<file path="src/rtl/rsame_pkg.sv">
// Package for the RSA modular exponentiation block.
// Holds the shared constants, configuration register indexes and state types.
// No dependencies.
package rsame_pkg;

  // Default operand width and the value the exponent register takes at reset.
  localparam int unsigned DEFAULT_WORD_BITS = 32;
  localparam logic [63:0] RESET_EXPONENT    = 64'd65537;

  // Configuration register indexes.
  localparam int unsigned CFG_INDEX_BITS = 1;
  typedef enum logic [CFG_INDEX_BITS-1:0] {
    CFG_EXPONENT = 1'b0,
    CFG_MODULUS  = 1'b1
  } cfg_reg_t;

  // Sequencer states of the shared modular multiplier.
  typedef enum logic [1:0] {
    MM_IDLE,
    MM_DBL,
    MM_ADD
  } mm_state_t;

  // Sequencer states of the exponentiation controller.
  typedef enum logic [2:0] {
    ST_IDLE,
    ST_REDUCE,
    ST_STEP,
    ST_MUL,
    ST_SQR,
    ST_OUT
  } exp_state_t;

  // Status returned by the modular multiplier to the controller.
  typedef struct packed {
    logic busy;
    logic done;
  } mm_stat_t;

endpackage

</file>
<file path="src/rtl/rsame_mulmod.sv">
// Shared modular multiplier: (a * b) mod m by double-and-add, MSB of b first.
// One modular add (add, compare, subtract) per cycle. Depends on rsame_pkg.
module rsame_mulmod
  import rsame_pkg::*;
#(
  parameter int unsigned WORD_BITS = DEFAULT_WORD_BITS
) (
  input  logic                 clk,
  input  logic                 rst_n,
  input  logic                 start,
  input  logic [WORD_BITS-1:0] op_a,
  input  logic [WORD_BITS-1:0] op_b,
  input  logic [WORD_BITS-1:0] op_m,
  output logic [WORD_BITS-1:0] product,
  output mm_stat_t             stat
);

  localparam int unsigned CNT_BITS = $clog2(WORD_BITS);
  localparam logic [CNT_BITS-1:0] CNT_LAST = CNT_BITS'(WORD_BITS - 1);

  mm_state_t             state_r, state_nxt;
  logic [WORD_BITS-1:0]  a_r, a_nxt;
  logic [WORD_BITS-1:0]  b_r, b_nxt;
  logic [WORD_BITS-1:0]  m_r, m_nxt;
  logic [WORD_BITS-1:0]  r_r, r_nxt;
  logic [CNT_BITS-1:0]   cnt_r, cnt_nxt;
  logic                  done_r, done_nxt;

  logic [WORD_BITS-1:0]  addend;
  logic [WORD_BITS:0]    sum;
  logic [WORD_BITS:0]    diff;
  logic [WORD_BITS-1:0]  addmod;

  // The single modular adder: r + r while doubling, r + a while adding.
  // Both operands lie below m, so one conditional subtraction suffices.
  assign addend = (state_r == MM_ADD) ? a_r : r_r;
  assign sum    = {1'b0, r_r} + {1'b0, addend};
  assign diff   = sum - {1'b0, m_r};
  assign addmod = (sum >= {1'b0, m_r}) ? diff[WORD_BITS-1:0] : sum[WORD_BITS-1:0];

  // State and datapath registers.
  always_ff @(posedge clk) begin
    if (!rst_n) begin
      state_r <= MM_IDLE;
      done_r  <= 1'b0;
    end else begin
      state_r <= state_nxt;
      done_r  <= done_nxt;
    end
    a_r   <= a_nxt;
    b_r   <= b_nxt;
    m_r   <= m_nxt;
    r_r   <= r_nxt;
    cnt_r <= cnt_nxt;
  end

  // Sequencer: one doubling per multiplier bit, plus an add where the bit is set.
  always_comb begin
    state_nxt = state_r;
    a_nxt     = a_r;
    b_nxt     = b_r;
    m_nxt     = m_r;
    r_nxt     = r_r;
    cnt_nxt   = cnt_r;
    done_nxt  = 1'b0;
    case (state_r)
      MM_IDLE: begin
        if (start) begin
          a_nxt     = op_a;
          b_nxt     = op_b;
          m_nxt     = op_m;
          r_nxt     = '0;
          cnt_nxt   = CNT_LAST;
          state_nxt = MM_DBL;
        end
      end
      MM_DBL: begin
        r_nxt = addmod;
        if (b_r[WORD_BITS-1]) begin
          state_nxt = MM_ADD;
        end else if (cnt_r == '0) begin
          done_nxt  = 1'b1;
          state_nxt = MM_IDLE;
        end else begin
          cnt_nxt = cnt_r - 1'b1;
          b_nxt   = b_r << 1;
        end
      end
      MM_ADD: begin
        r_nxt = addmod;
        if (cnt_r == '0) begin
          done_nxt  = 1'b1;
          state_nxt = MM_IDLE;
        end else begin
          cnt_nxt   = cnt_r - 1'b1;
          b_nxt     = b_r << 1;
          state_nxt = MM_DBL;
        end
      end
      default: begin
        state_nxt = MM_IDLE;
      end
    endcase
  end

  assign product   = r_r;
  assign stat.busy = (state_r != MM_IDLE);
  assign stat.done = done_r;

endmodule

</file>
<file path="src/rtl/rsa_modular_exponentiation.sv">
// Top level of the RSA modular exponentiation block: controller, registers, output stage.
// Depends on rsame_pkg and rsame_mulmod.
//
//   channel  direction  handshake            payload
//   in_      input      in_valid/in_ready    in_message_word
//   out_     output     out_valid/out_ready  out_result_word
//   cfg_     input      cfg_we               cfg_index, cfg_wdata
//
// Each modular multiplication takes WORD_BITS doublings plus one add per set bit
// of its multiplier.
// A word needs one reduction of the message, one multiply per set exponent bit and one
// squaring per exponent bit below the top one.
// An exponent of zero or a modulus of zero gives the result without the multiplier.
// in_ready is high only while the controller is idle; a result that waits on out_ready
// holds the next one in the controller. Reset loads exponent 65537 and modulus 1.
module rsa_modular_exponentiation
  import rsame_pkg::*;
#(
  parameter int unsigned WORD_BITS = DEFAULT_WORD_BITS
) (
  input  logic                      clk,
  input  logic                      rst_n,
  input  logic                      in_valid,
  output logic                      in_ready,
  input  logic [WORD_BITS-1:0]      in_message_word,
  output logic                      out_valid,
  input  logic                      out_ready,
  output logic [WORD_BITS-1:0]      out_result_word,
  input  logic                      cfg_we,
  input  logic [CFG_INDEX_BITS-1:0] cfg_index,
  input  logic [WORD_BITS-1:0]      cfg_wdata
);

  exp_state_t            state_r, state_nxt;
  logic [WORD_BITS-1:0]  exponent_r;
  logic [WORD_BITS-1:0]  modulus_r;
  logic [WORD_BITS-1:0]  e_r, e_nxt;
  logic [WORD_BITS-1:0]  x_r, x_nxt;
  logic [WORD_BITS-1:0]  acc_r, acc_nxt;
  logic                  out_valid_r, out_valid_nxt;
  logic [WORD_BITS-1:0]  out_word_r, out_word_nxt;

  logic                  mm_start;
  logic [WORD_BITS-1:0]  mm_a;
  logic [WORD_BITS-1:0]  mm_b;
  logic [WORD_BITS-1:0]  mm_product;
  mm_stat_t              mm_stat;

  logic [WORD_BITS-1:0]  one_mod;
  logic                  e_last;
  logic                  out_free;

  // 1 mod m: zero when the modulus is one.
  assign one_mod  = WORD_BITS'(modulus_r != WORD_BITS'(1));
  // True when no exponent bit remains above the current one.
  assign e_last   = (e_r[WORD_BITS-1:1] == '0);
  assign out_free = !out_valid_r || out_ready;

  // Configuration registers.
  always_ff @(posedge clk) begin
    if (!rst_n) begin
      exponent_r <= WORD_BITS'(RESET_EXPONENT);
      modulus_r  <= WORD_BITS'(1);
    end else if (cfg_we) begin
      if (cfg_index == CFG_EXPONENT) begin
        exponent_r <= cfg_wdata;
      end
      if (cfg_index == CFG_MODULUS) begin
        modulus_r <= cfg_wdata;
      end
    end
  end

  // Controller state, working registers and the output register.
  always_ff @(posedge clk) begin
    if (!rst_n) begin
      state_r     <= ST_IDLE;
      out_valid_r <= 1'b0;
    end else begin
      state_r     <= state_nxt;
      out_valid_r <= out_valid_nxt;
    end
    e_r        <= e_nxt;
    x_r        <= x_nxt;
    acc_r      <= acc_nxt;
    out_word_r <= out_word_nxt;
  end

  // Square-and-multiply over the exponent, least significant bit first.
  always_comb begin
    state_nxt     = state_r;
    e_nxt         = e_r;
    x_nxt         = x_r;
    acc_nxt       = acc_r;
    out_word_nxt  = out_word_r;
    out_valid_nxt = out_valid_r && !out_ready;
    mm_start      = 1'b0;
    mm_a          = x_r;
    mm_b          = x_r;
    case (state_r)
      ST_IDLE: begin
        if (in_valid) begin
          e_nxt = exponent_r;
          if (exponent_r == '0) begin
            acc_nxt   = WORD_BITS'(1);
            state_nxt = ST_OUT;
          end else if (modulus_r == '0) begin
            acc_nxt   = '0;
            state_nxt = ST_OUT;
          end else begin
            // Reduce the message as (1 mod m) * message mod m.
            mm_start  = 1'b1;
            mm_a      = one_mod;
            mm_b      = in_message_word;
            state_nxt = ST_REDUCE;
          end
        end
      end
      ST_REDUCE: begin
        if (mm_stat.done) begin
          x_nxt     = mm_product;
          acc_nxt   = one_mod;
          state_nxt = ST_STEP;
        end
      end
      ST_STEP: begin
        if (e_r[0]) begin
          mm_start  = 1'b1;
          mm_a      = acc_r;
          mm_b      = x_r;
          state_nxt = ST_MUL;
        end else begin
          e_nxt = e_r >> 1;
          if (e_last) begin
            state_nxt = ST_OUT;
          end else begin
            mm_start  = 1'b1;
            state_nxt = ST_SQR;
          end
        end
      end
      ST_MUL: begin
        if (mm_stat.done) begin
          acc_nxt = mm_product;
          e_nxt   = e_r >> 1;
          if (e_last) begin
            state_nxt = ST_OUT;
          end else begin
            mm_start  = 1'b1;
            state_nxt = ST_SQR;
          end
        end
      end
      ST_SQR: begin
        if (mm_stat.done) begin
          x_nxt     = mm_product;
          state_nxt = ST_STEP;
        end
      end
      ST_OUT: begin
        if (out_free) begin
          out_word_nxt  = acc_r;
          out_valid_nxt = 1'b1;
          state_nxt     = ST_IDLE;
        end
      end
      default: begin
        state_nxt = ST_IDLE;
      end
    endcase
  end

  // Shared modular multiplier.
  rsame_mulmod #(
    .WORD_BITS (WORD_BITS)
  ) u_mulmod (
    .clk     (clk),
    .rst_n   (rst_n),
    .start   (mm_start),
    .op_a    (mm_a),
    .op_b    (mm_b),
    .op_m    (modulus_r),
    .product (mm_product),
    .stat    (mm_stat)
  );

  assign in_ready        = (state_r == ST_IDLE);
  assign out_valid       = out_valid_r;
  assign out_result_word = out_word_r;

endmodule

</file>
<file path="config.mk">
export PLATFORM = sky130hd
export DESIGN_NAME = rsa_modular_exponentiation
export DESIGN_NICKNAME = d
export VERILOG_FILES = /design/src/rtl/rsame_pkg.sv /design/src/rtl/rsame_mulmod.sv /design/src/rtl/rsa_modular_exponentiation.sv
export SDC_FILE = /design/constraint.sdc
export NUM_CORES = 1
export LEC_CHECK = 0
export BUFFER_PORTS_ARGS = -buffer_cell sky130_fd_sc_hd__buf_2
export CORE_MARGIN = 3
export CORE_UTILIZATION = 30
export CTS_BUF_LIST = sky130_fd_sc_hd__clkbuf_8
export DETAILED_ROUTE_END_ITERATION = 7
export MAX_ROUTING_LAYER = met4
export PLACE_DENSITY = 0.44
export SLEW_MARGIN = 0
export SYNTH_ARGS = -nofsm -noshare
export SYNTH_HDL_FRONTEND = slang
export SYNTH_HIERARCHICAL = 1
export SYNTH_SLANG_ARGS = --single-unit
export TNS_END_PERCENT = 1
</file>
<file path="constraint.sdc">
create_clock -name clk -period 8.5 [get_ports clk]
set_input_delay 0.85 -clock clk [delete_from_list [all_inputs] [get_ports clk]]
set_output_delay 0.85 -clock clk [all_outputs]
set_load 0.01 [all_outputs]
</file>
# Word level (Yosys, flattened, before mapping)
# Cells that the tools add are included.
# word_totals
register_bits,332
output_inout_bits,34
word_cells,130
# classes
add_sub_neg,3
n_lt_le_gt_ge,1
eq_ne,20
muxes,58
bitwise,1
reduce_logical,30
# ops
operator,count
$mux 32,23
$pmux 32 s3,3
$pmux 32 s2,2
$logic_not 32->1,2
$add 32x32->33,1
$ge 33x32->1,1
$ne 32x1->1 const B,1
$sub 32x32->32,1
$logic_not 31->1,1
$mux 3,7
$mux 5,3
$pmux 3 s5,1
$pmux 5 s3,1
$ne 2x2->1 const B,7
$reduce_and 2->1,7
$mux 1,12
$reduce_and 5->1,2
$reduce_and 3->1,3
$reduce_bool 3->1,3
$reduce_and 4->1,2
$eq 3x2->1 const B,2
$eq 3x3->1 const B,2
$mux 2,3
$ne 2x1->1 const B,3
17 further kinds,20

# Longest topological paths before layout
# Gate-level depths: netlist of run 1.
# depth
depth_word,7
mapped_depth,29
depth_no_buf,25

# Cells and area by module
# The synthesis of run 1 kept the hierarchy.
# modules_own_cells
mod,n_inst,cells_per_inst,area_per_inst_um2
rsame_mulmod,1,807,8723.4
rsa_modular_exponentiation,1,667,8254.2

# Worst setup path after synthesis of run 1
# OpenSTA, ideal clock, no wires.
# synth_path
kind,reg-to-reg
start,register u_mulmod.state_r[0]
end,register u_mulmod.r_r[17] (netlist: u_mulmod/product[17]) (data pin)
setup_time_ns,0.278
t_arrival_ns,5.739
required_ns,8.222
setup_slack_ns,2.482
path_stages_with_launch,27
path_cell_list,dfxtp_1 inv_1 ha_1 clkbuf_1 clkbuf_1 mux2_2 ha_1 a211oi_1 nand2_1 or2_2 o21ai_0 nand2b_1 a21o_1 a21oi_1 xnor2_1 ha_1 or3_1 a221oi_1 o32ai_1 a211oi_2 a21boi_1 a221o_1 or2_1 buf_6 buf_8 nor2_1 a211oi_2
# synth_between
elab_chain_len,6
# synth_rtl
element,line,source
start: declaration,rsame_mulmod.sv:21,"mm_state_t state_r, state_nxt;"
start signal: assignment,rsame_mulmod.sv:47,state_r <= state_nxt;
$eq 2x2->1,"rsame_mulmod.sv:36, rsame_mulmod.sv:66",
$mux 32,rsame_mulmod.sv:36,assign addend = (state_r == MM_ADD) ? a_r : r_r;
$add 32x32->33,rsame_mulmod.sv:37,"assign sum = {1'b0, r_r} + {1'b0, addend};"
$sub 32x32->32 or $ge 33x32->1 (tied branches),"rsame_mulmod.sv:38, rsame_mulmod.sv:39",
$mux 32,rsame_mulmod.sv:39,"assign addmod = (sum >= {1'b0, m_r}) ? diff[WORD_BITS-1:0] : sum[WORD_BITS-1:0];"
$pmux 32 s2 (*),rsame_mulmod.sv:66,case (state_r)
end signal: assignment,rsame_mulmod.sv:53,r_r <= r_nxt;
end: declaration,rsame_mulmod.sv:25,"logic [WORD_BITS-1:0] r_r, r_nxt;"
# Mark *: on every way between the ends. The rest lies on a longest branch, timed or not.
# A chain may end at the register's enable or synchronous reset.

# Worst setup path after layout of run 1
# layout_path
start,register u_mulmod.state_r[0]
end,register u_mulmod.r_r[1] (netlist: u_mulmod/product[1]) (data pin)
# The elaborated chain is that of the path after synthesis.

==> impl_metrics.json, run 1 <==
{
  "fin_skew_ns": 0.0346,
  "final_util": 0.351,
  "dpl.hpwl_mm": 31.9,
  "rsz0062_at_grt": "no",
  "cap_violations": 0,
  "route.detailed.drc": 0,
  "ctsLongestPathBuffers": 3,
  "ys_ff_latch": 332,
  "routed_via_density": 4.92,
  "synth-edff-count": 261,
  "drt_iter0_markers": 686,
  "ant_nets": 0,
  "grt_start_max_net_pins": 73,
  "outcome": "finished, final reports clean",
  "final_common_cell": "edfxtp_1",
  "min_period_ns": 7.02,
  "async_flop_share": 0,
  "slew_headroom": 0.204,
  "postCtsResizedCells": 0,
  "drv_slew": 0,
  "io_buffers": 103,
  "num_rows": 86,
  "ys_dominant_reg_cell": "edfxtp_1",
  "cts_buffers": 59,
  "overflow": 0,
  "place_congestion": 0.887,
  "synth.yosys.seq_area_share": 0.545,
  "worstPathArrival_ns": 7.41,
  "multiInputGateArea_mm2": 0.00715,
  "routedWlPerCell_um": 18.8,
  "postCtsSetupBuffers": 0,
  "ys_types": 82,
  "drive_gt1_frac": 0.190,
  "cts_tree": "done",
  "worstPathMaxFanout": 22,
  "syn_area_per_cell_um2": 11.5,
  "cp-end-kind": "register",
  "fillers": 5655,
  "start_kind": "register",
  "grt_pass1_vias": 12000,
  "vias": 11700,
  "netlist_area_mm2": 0.0170,
  "syn_nets": 1615,
  "finalCritPeriodShare": 0.826,
  "core_area_mm2": 0.0555,
  "cts_root_buf": "clkbuf_8",
  "setup_viol_count_final": 0,
  "routed_wl_mm": 44.9,
  "dieArea_mm2": 0.0595,
  "start_util": 0.306,
  "first_pass_iters": 5,
  "die_w_um": 244,
  "finalSetupTns_ns": 0,
  "mostFrequentLayoutCells": "edfxtp_1, nand2_1, buf_2",
  "cts_sinks": 332,
  "htreeDepth": 2,
  "cts_hold_buf": 0,
  "path_class": "reg -> reg",
  "die_y_um": 244,
  "worstMarginPinSlew_ns": 1.19,
  "path_clk_slew_ns": 0.06,
  "postLayoutCellArea_mm2": 0.0195,
  "finalNetCount": 1728,
  "pin_count": 104,
  "netlist_instances": 1474,
  "ys_warn_count": 6,
  "worstSkewPairLatency_ns": 0.66,
  "hold_violations": 0,
  "grt_pass1_wl_mm": 70.4,
  "hp-class": "reg -> reg",
  "seq_area_mm2": 0.00926,
  "grtUsageTotal": 0.155,
  "dpl_cell_area_mm2": 0.0182,
  "areaGrowthSynthToFinish_pct": 14.9,
  "fmax_mhz": 142,
  "required_ns": 8.89,
  "antenna_found_initial": 1
}
## Yosys cell counts (5+ instances only)
| library cell | number | area [um^2] |
|---|---|---|
| nor4_1 | 22 | 138 |
| a21boi_0 | 62 | 465 |
| mux2_2 | 36 | 405 |
| o21a_1 | 10 | 75.1 |
| nand2b_1 | 14 | 87.6 |
| xor2_1 | 19 | 166 |
| and2_1 | 7 | 43.8 |
| a211oi_2 | 8 | 100 |
| o211ai_1 | 9 | 67.6 |
| a211oi_1 | 7 | 52.6 |
| clkbuf_1 | 52 | 195 |
| o21bai_1 | 7 | 52.6 |
| nor3_1 | 13 | 65.1 |
| a22o_1 | 90 | 788 |
| a21oi_1 | 85 | 425 |
| and3_1 | 42 | 263 |
| nand3_1 | 12 | 60.1 |
| mux2_4 | 28 | 420 |
| o21ai_0 | 40 | 200 |
| or3_1 | 8 | 50.1 |
| inv_1 | 58 | 218 |
| nor2_1 | 47 | 176 |
| or2_2 | 6 | 37.5 |
| nand4_1 | 15 | 93.8 |
| buf_2 | 11 | 55.1 |
| nand2_1 | 208 | 781 |
| a31oi_1 | 5 | 31.3 |
| ha_1 | 69 | 863 |
| dfxtp_1 | 71 | 1420 |
| a21o_1 | 33 | 248 |
| xnor2_1 | 39 | 342 |
| edfxtp_1 | 261 | 7840 |
| nor2b_1 | 11 | 68.8 |
## area by class of cell
cell class / instances / share of cell area
clock inverter: 42 / 0.0174
antenna: 2 / 0.000257
sequential: 332 / 0.475
inverter: 59 / 0.0114
multi-input combinational: 1010 / 0.367
clock buffer: 66 / 0.0466
timing repair buffer: 125 / 0.0349
tap: 748 / 0.0480
## cells by family (layout without fill, tap and decap cells)
logic type,after synthesis,in the layout,synth area share
and+or+nand+nor,424,424,0.120
AOI/OAI and AO/OA,392,392,0.167
DFF,332,332,0.545
buffers and inverters,132,292,0.0353
adders and majority gates,71,71,0.0532
muxes,65,65,0.0492
xor gates and xnor gates,58,58,0.0299
other,0,2,0
## layer usage
layer | GRT usage | share of wire
met1 | 0.213 | 0.49
met2 | 0.234 | 0.44
met3 | 0.0259 | 0.044
met4 | 0.0487 | 0.024
met5 | - | 0
## critical path, cell delays in order (launching register included)
cell and delay [ns]:
dfxtp_1 0.33, inv_1 0.09, ha_2 0.56, mux2_2 0.40, ha_1 0.35, a211oi_1 0.32
nand2_1 0.07, or2_2 0.27, o21ai_0 0.47, o31ai_1 0.20, a221oi_1 0.49, o21ai_0 0.14
a21oi_1 0.19, xnor2_1 0.12, ha_1 0.37, nand2_1 0.10, or3_1 0.39, o21ai_0 0.23
or3_1 0.14, o22a_1 0.18, or2_1 0.72, buf_4 0.36, mux2i_1 0.20, nor2_1 0.05
## path summary, 6_finish.rpt
check,from,endpoint,slack [ns],depth (start not counted)
worst max-delay path,u_mulmod/state_r[0],u_mulmod/product[1],1.48,23
worst min register to register,acc_r[19],out_result_word[19],0.45,0
worst max register to register,u_mulmod/state_r[0],u_mulmod/product[1],1.48,23
worst min-delay path,acc_r[19],out_result_word[19],0.45,0
## per-stage QoR
step | worst slack, ns | hold WS [ns] | cells
4_1_cts | 1.38 | 0.395 | 2382
5_1_grt | 0.815 | 0.429 | 2383
3_3_place_gp | 1.57 | 0.429 | 2274
3_5_place_dp | 1.42 | 0.437 | 2274
6_report | 1.48 | 0.451 | 2384
2_1_floorplan | 2.48 | 0.417 | 1474
## flip-flops by register name, summed over array words and instances, names as in the netlist
| register | count |
|---|---|
| acc_r | 32 |
| e_r | 32 |
| exponent_r | 32 |
| modulus_r | 32 |
| out_result_word | 32 |
| out_valid | 1 |
| state_r | 3 |
| u_mulmod/a_r | 32 |
| u_mulmod/b_r | 32 |
| u_mulmod/cnt_r | 5 |
| u_mulmod/done_r | 1 |
| u_mulmod/m_r | 32 |
| u_mulmod/product | 32 |
| u_mulmod/state_r | 2 |
| x_r | 32 |
Power of run 1 is left out: the tool's default activity adds up to more than one toggle a clock period on the data nets, which glitch-free logic cannot reach.
==> inputs of run 2 (changes only) <==
clock period = 7.36 ns   (was 8.5 ns; I/O delays follow)
==> run 2 against run 1 <==
  * Global-route usage grew 0.081 points
  * Design area decreased by 0.16%
  * Setup slack worse by 0.61 ns
  * Critical path depth is 2 higher
  * Worst hold slack lost 0.090 ns
==> impl_metrics.json, run 2 (synthesized netlist as in run 1, its figures left out) <==
{
  "outcome": "finished, final reports clean",
  "pin_count": 104,
  "ant_nets": 0,
  "die_w_um": 244,
  "cap_violations": 0,
  "cp-end-kind": "register",
  "start_util": 0.306,
  "vias": 11700,
  "setup_viol_count_final": 0,
  "dpl.hpwl_mm": 31.7,
  "final_common_cell": "edfxtp_1",
  "rsz0062_at_grt": "no",
  "postCtsSetupBuffers": 0,
  "worstMarginPinSlew_ns": 1.15,
  "cp_slowest_cell": "ha_2",
  "start_kind": "register",
  "path_class": "reg -> reg",
  "drv_slew": 0,
  "routedWlPerCell_um": 19.0,
  "io_buffers": 103,
  "cts_buffers": 59,
  "first_pass_iters": 5,
  "hp-class": "in -> reg",
  "worstPathArrival_ns": 6.83,
  "core_area_mm2": 0.0555,
  "areaGrowthSynthToFinish_pct": 14.7,
  "cts_root_buf": "clkbuf_8",
  "route.detailed.drc": 0,
  "num_rows": 86,
  "routed_via_density": 4.93,
  "finalNetCount": 1728,
  "grt_start_max_net_pins": 73,
  "place_congestion": 0.841,
  "overflow": 0,
  "finalSetupTns_ns": 0,
  "drt_iter0_markers": 617,
  "fmax_mhz": 154,
  "worst_path_largest_cell_delay_ns": 0.43,
  "htreeDepth": 2,
  "slew_headroom": 0.234,
  "required_ns": 7.70,
  "worstPathMaxFanout": 27,
  "routed_wl_mm": 45.1,
  "fin_skew_ns": 0.0252,
  "cts_hold_buf": 0,
  "cts_sinks": 332,
  "min_period_ns": 6.49,
  "grt_pass1_vias": 11900,
  "grt_pass1_wl_mm": 70.5,
  "dieArea_mm2": 0.0595,
  "path_clk_slew_ns": 0.07,
  "worstSkewPairLatency_ns": 0.64,
  "finalCritPeriodShare": 0.882,
  "die_y_um": 244,
  "drive_gt1_frac": 0.189,
  "ctsLongestPathBuffers": 3,
  "postCtsResizedCells": 0,
  "grtUsageTotal": 0.156,
  "mostFrequentLayoutCells": "edfxtp_1, nand2_1, buf_2",
  "hold_violations": 0,
  "antenna_found_initial": 1,
  "cts_tree": "done"
}
run 2: changes by cell type in the layout (fill, tap and decap cells not counted), sizes merged:
cell | previous run | this run
bufinv | 6 | 7
clkbuf | 66 | 62
clkinv | 19 | 18
diode | 2 | 1
inv | 74 | 73
run 2: cell type report:
cell class,count,area (um^2)
Fill cell,5644,36100
Tap cell,748,936
Clock buffer,62,853
Antenna cell,1,2.50
Multi-Input combinational cell,1010,7160
Inverter,59,221
Sequential cell,332,9260
Clock inverter,41,358
Timing Repair Buffer,125,681
run 2: worst paths after layout:
kind,startpoint,endpoint,slack [ns],depth (start not counted)
max reg2reg,u_mulmod/state_r[0],u_mulmod/product[1],0.87,25
min reg2reg,acc_r[12],out_result_word[12],0.45,0
min,cfg_wdata[0],modulus_r[0],0.36,3
max,u_mulmod/state_r[0],u_mulmod/product[1],0.87,25
run 2: layer usage:
layer	GRT usage	up-vias	routed length, um	part of all wire
li1	-	5736	-	-
met1	0.213	5693	22200	0.49
met2	0.238	232	20100	0.45
met3	0.0261	66	1860	0.041
met4	0.0440	0	907	0.020
met5	-	-	0	0
run 2: through the flow:
stage	hold slack, ns	setup WS (ns)	utilization	instances	area [um^2]
2_1_floorplan	0.417	1.34	-	1474	17000
3_3_place_gp	0.433	0.710	0.329	2274	18300
3_5_place_dp	0.433	0.500	0.329	2274	18300
4_1_cts	0.298	0.469	0.351	2377	19500
5_1_grt	0.322	0.196	0.351	2378	19500
6_report	0.362	0.870	0.351	2378	19500
run 2: critical path, delay by kind of cell (launching register included):
kind,cells,cell delay [ns]
adder cells (fa/ha/maj),4,1.11
AO/OA/AOI/OAI,10,2.38
multiplexers,2,0.57
flip-flops,1,0.34
AND/OR/NAND/NOR,5,1.21
XOR/XNOR,1,0.15
buffers and inverters,3,0.43
Power of run 2 is left out for the same reason.
==> inputs of run 3 (changes only) <==
CELL_PAD_IN_SITES_DETAIL_PLACEMENT = 1   (was not set)
CELL_PAD_IN_SITES_GLOBAL_PLACEMENT = 1   (was not set)
PLACE_DENSITY = 0.52   (was 0.44)
SETUP_SLACK_MARGIN = 0.5   (was not set)
==> run 3 against run 2 <==
  * Via count is 0.49% higher
  * Clock skew up 0.030 ns
  * Setup slack improved by 0.10 ns
  * Critical path depth down 1
  * Flip-flop and latch count did not move
  * Wire length grew 6.1%
  * Non-clock buffer count grew 2
  * Utilization shrank 0.086 points
  * Worst hold slack lost 0.0076 ns
  * Die area unchanged
  * Design area down 0.24%
  * Cell count grew 0.42%
  * Critical endpoint unchanged
  * Largest cell class unchanged
  * Highest routed layer unchanged
==> impl_metrics.json, run 3 (synthesized netlist as in run 1, its figures left out) <==
{
  "grt_pass1_wl_mm": 74.7,
  "finalSetupTns_ns": 0,
  "ctsLongestPathBuffers": 3,
  "cap_violations": 0,
  "drt_iter0_markers": 556,
  "die_w_um": 244,
  "required_ns": 7.72,
  "slew_headroom": 0.290,
  "cp_slowest_cell": "or2_2",
  "htreeDepth": 2,
  "hp-start": "cfg_wdata[16]",
  "min_period_ns": 6.39,
  "drv_slew": 0,
  "outcome": "finished, final reports clean",
  "cts_tree": "done",
  "startpoint": "u_mulmod/state_r[0]",
  "cts_hold_buf": 0,
  "rsz0062_at_grt": "no",
  "cts_buffers": 60,
  "hp-class": "in -> reg",
  "r2r-start": "u_mulmod/state_r[0]",
  "worstPathArrival_ns": 6.75,
  "routed_wl_mm": 47.8,
  "path_buf_inv": 3,
  "mostFrequentLayoutCells": "edfxtp_1, nand2_1, buf_2",
  "drive_gt1_frac": 0.187,
  "hold_violations": 0,
  "vias": 11800,
  "antenna_found_initial": 0,
  "cts_root_buf": "clkbuf_8",
  "antenna_cells": 0,
  "dpl.hpwl_mm": 34.6,
  "setup_viol_count_final": 0,
  "final_common_cell": "edfxtp_1",
  "grt_start_max_net_pins": 46,
  "finalCritPeriodShare": 0.868,
  "grt_pass1_vias": 12600,
  "start_kind": "register",
  "place_congestion": 0.877,
  "finalNetCount": 1731,
  "core_area_mm2": 0.0555,
  "path_class": "reg -> reg",
  "timing.critical_path.max_delay_family": "compound AO/OA/AOI/OAI gates",
  "worstPathMaxFanout": 26,
  "num_rows": 86,
  "dieArea_mm2": 0.0595,
  "ant_nets": 0,
  "route.detailed.drc": 0,
  "path_clk_slew_ns": 0.07,
  "grtUsageTotal": 0.165,
  "areaGrowthSynthToFinish_pct": 14.4,
  "crit_chain": "inv_1 > ha_4 > buf_4 > mux2_2 > ha_1 > o211ai_1 > a21oi_1 > nor3b_1 > o211ai_2 > o21ai_1 > o21ai_0 > a21oi_1 > xnor2_1 > ha_1 > or3_1 > a221oi_1 > o32ai_1 > a211oi_2 > a21boi_1 > a221o_1 > or2_2 > buf_4 > mux2i_1 > nor2_1",
  "overflow": 0,
  "cts_sinks": 332,
  "pin_count": 104,
  "start_util": 0.306,
  "routed_via_density": 4.94,
  "fin_skew_ns": 0.0557,
  "worstMarginPinSlew_ns": 1.06,
  "io_buffers": 103,
  "fmax_mhz": 157,
  "die_y_um": 244,
  "routedWlPerCell_um": 20.0,
  "cp-end-kind": "register",
  "worst_path_largest_cell_delay_ns": 0.41,
  "worstSkewPairLatency_ns": 0.67,
  "first_pass_iters": 5
}
-- run 3: final timing paths --
check                   endpoint  slack, ns  cells past startpoint
max          u_mulmod/product[1]       0.97                     24
min               exponent_r[16]       0.35                      3
max reg2reg  u_mulmod/product[1]       0.97                     24
min reg2reg  out_result_word[30]       0.44                      0
-- run 3: per-stage QoR --
stage,hold WS [ns],cell area (um^2),cells,util,setup slack (ns)
after floorplan,0.417,17000,1474,-,1.34
after global routing,0.334,19400,2388,0.350,0.490
final,0.354,19400,2388,0.350,0.971
after global placement,0.434,18300,2276,0.329,0.522
after CTS,0.296,19400,2388,0.349,0.586
after detailed placement,0.437,18300,2276,0.329,0.313
-- run 3: final cells by class --
type / count / area, um^2
Fill cell: 6182 / 36100
Sequential cell: 332 / 9260
Multi-Input combinational cell: 1010 / 7170
Tap cell: 748 / 936
Clock buffer: 62 / 853
Timing Repair Buffer: 127 / 699
Clock inverter: 50 / 282
Inverter: 59 / 221
-- run 3: per-layer routing --
layer	GRT usage	up-vias	routed length [um]
met1	0.226	5774	23700
met4	0.0517	0	1180
met3	0.0237	65	1680
li1	-	5749	-
met2	0.252	197	21300
met5	-	-	0
-- run 3: what timing repair did --
| item | CTS | global route |
|---|---|---|
| pin swaps | 0 | 0 |
| gates resized for setup | 2 | 6 |
| setup buffers | 0 | 0 |
| endpoints found under the setup margin | 22 | 26 |
-- run 3: worst min-delay path, cell delays in order --
cell	delay, ns
buf_2	0.11
nand2_1	0.06
nand3_1	0.07
Power of run 3 is left out for the same reason.
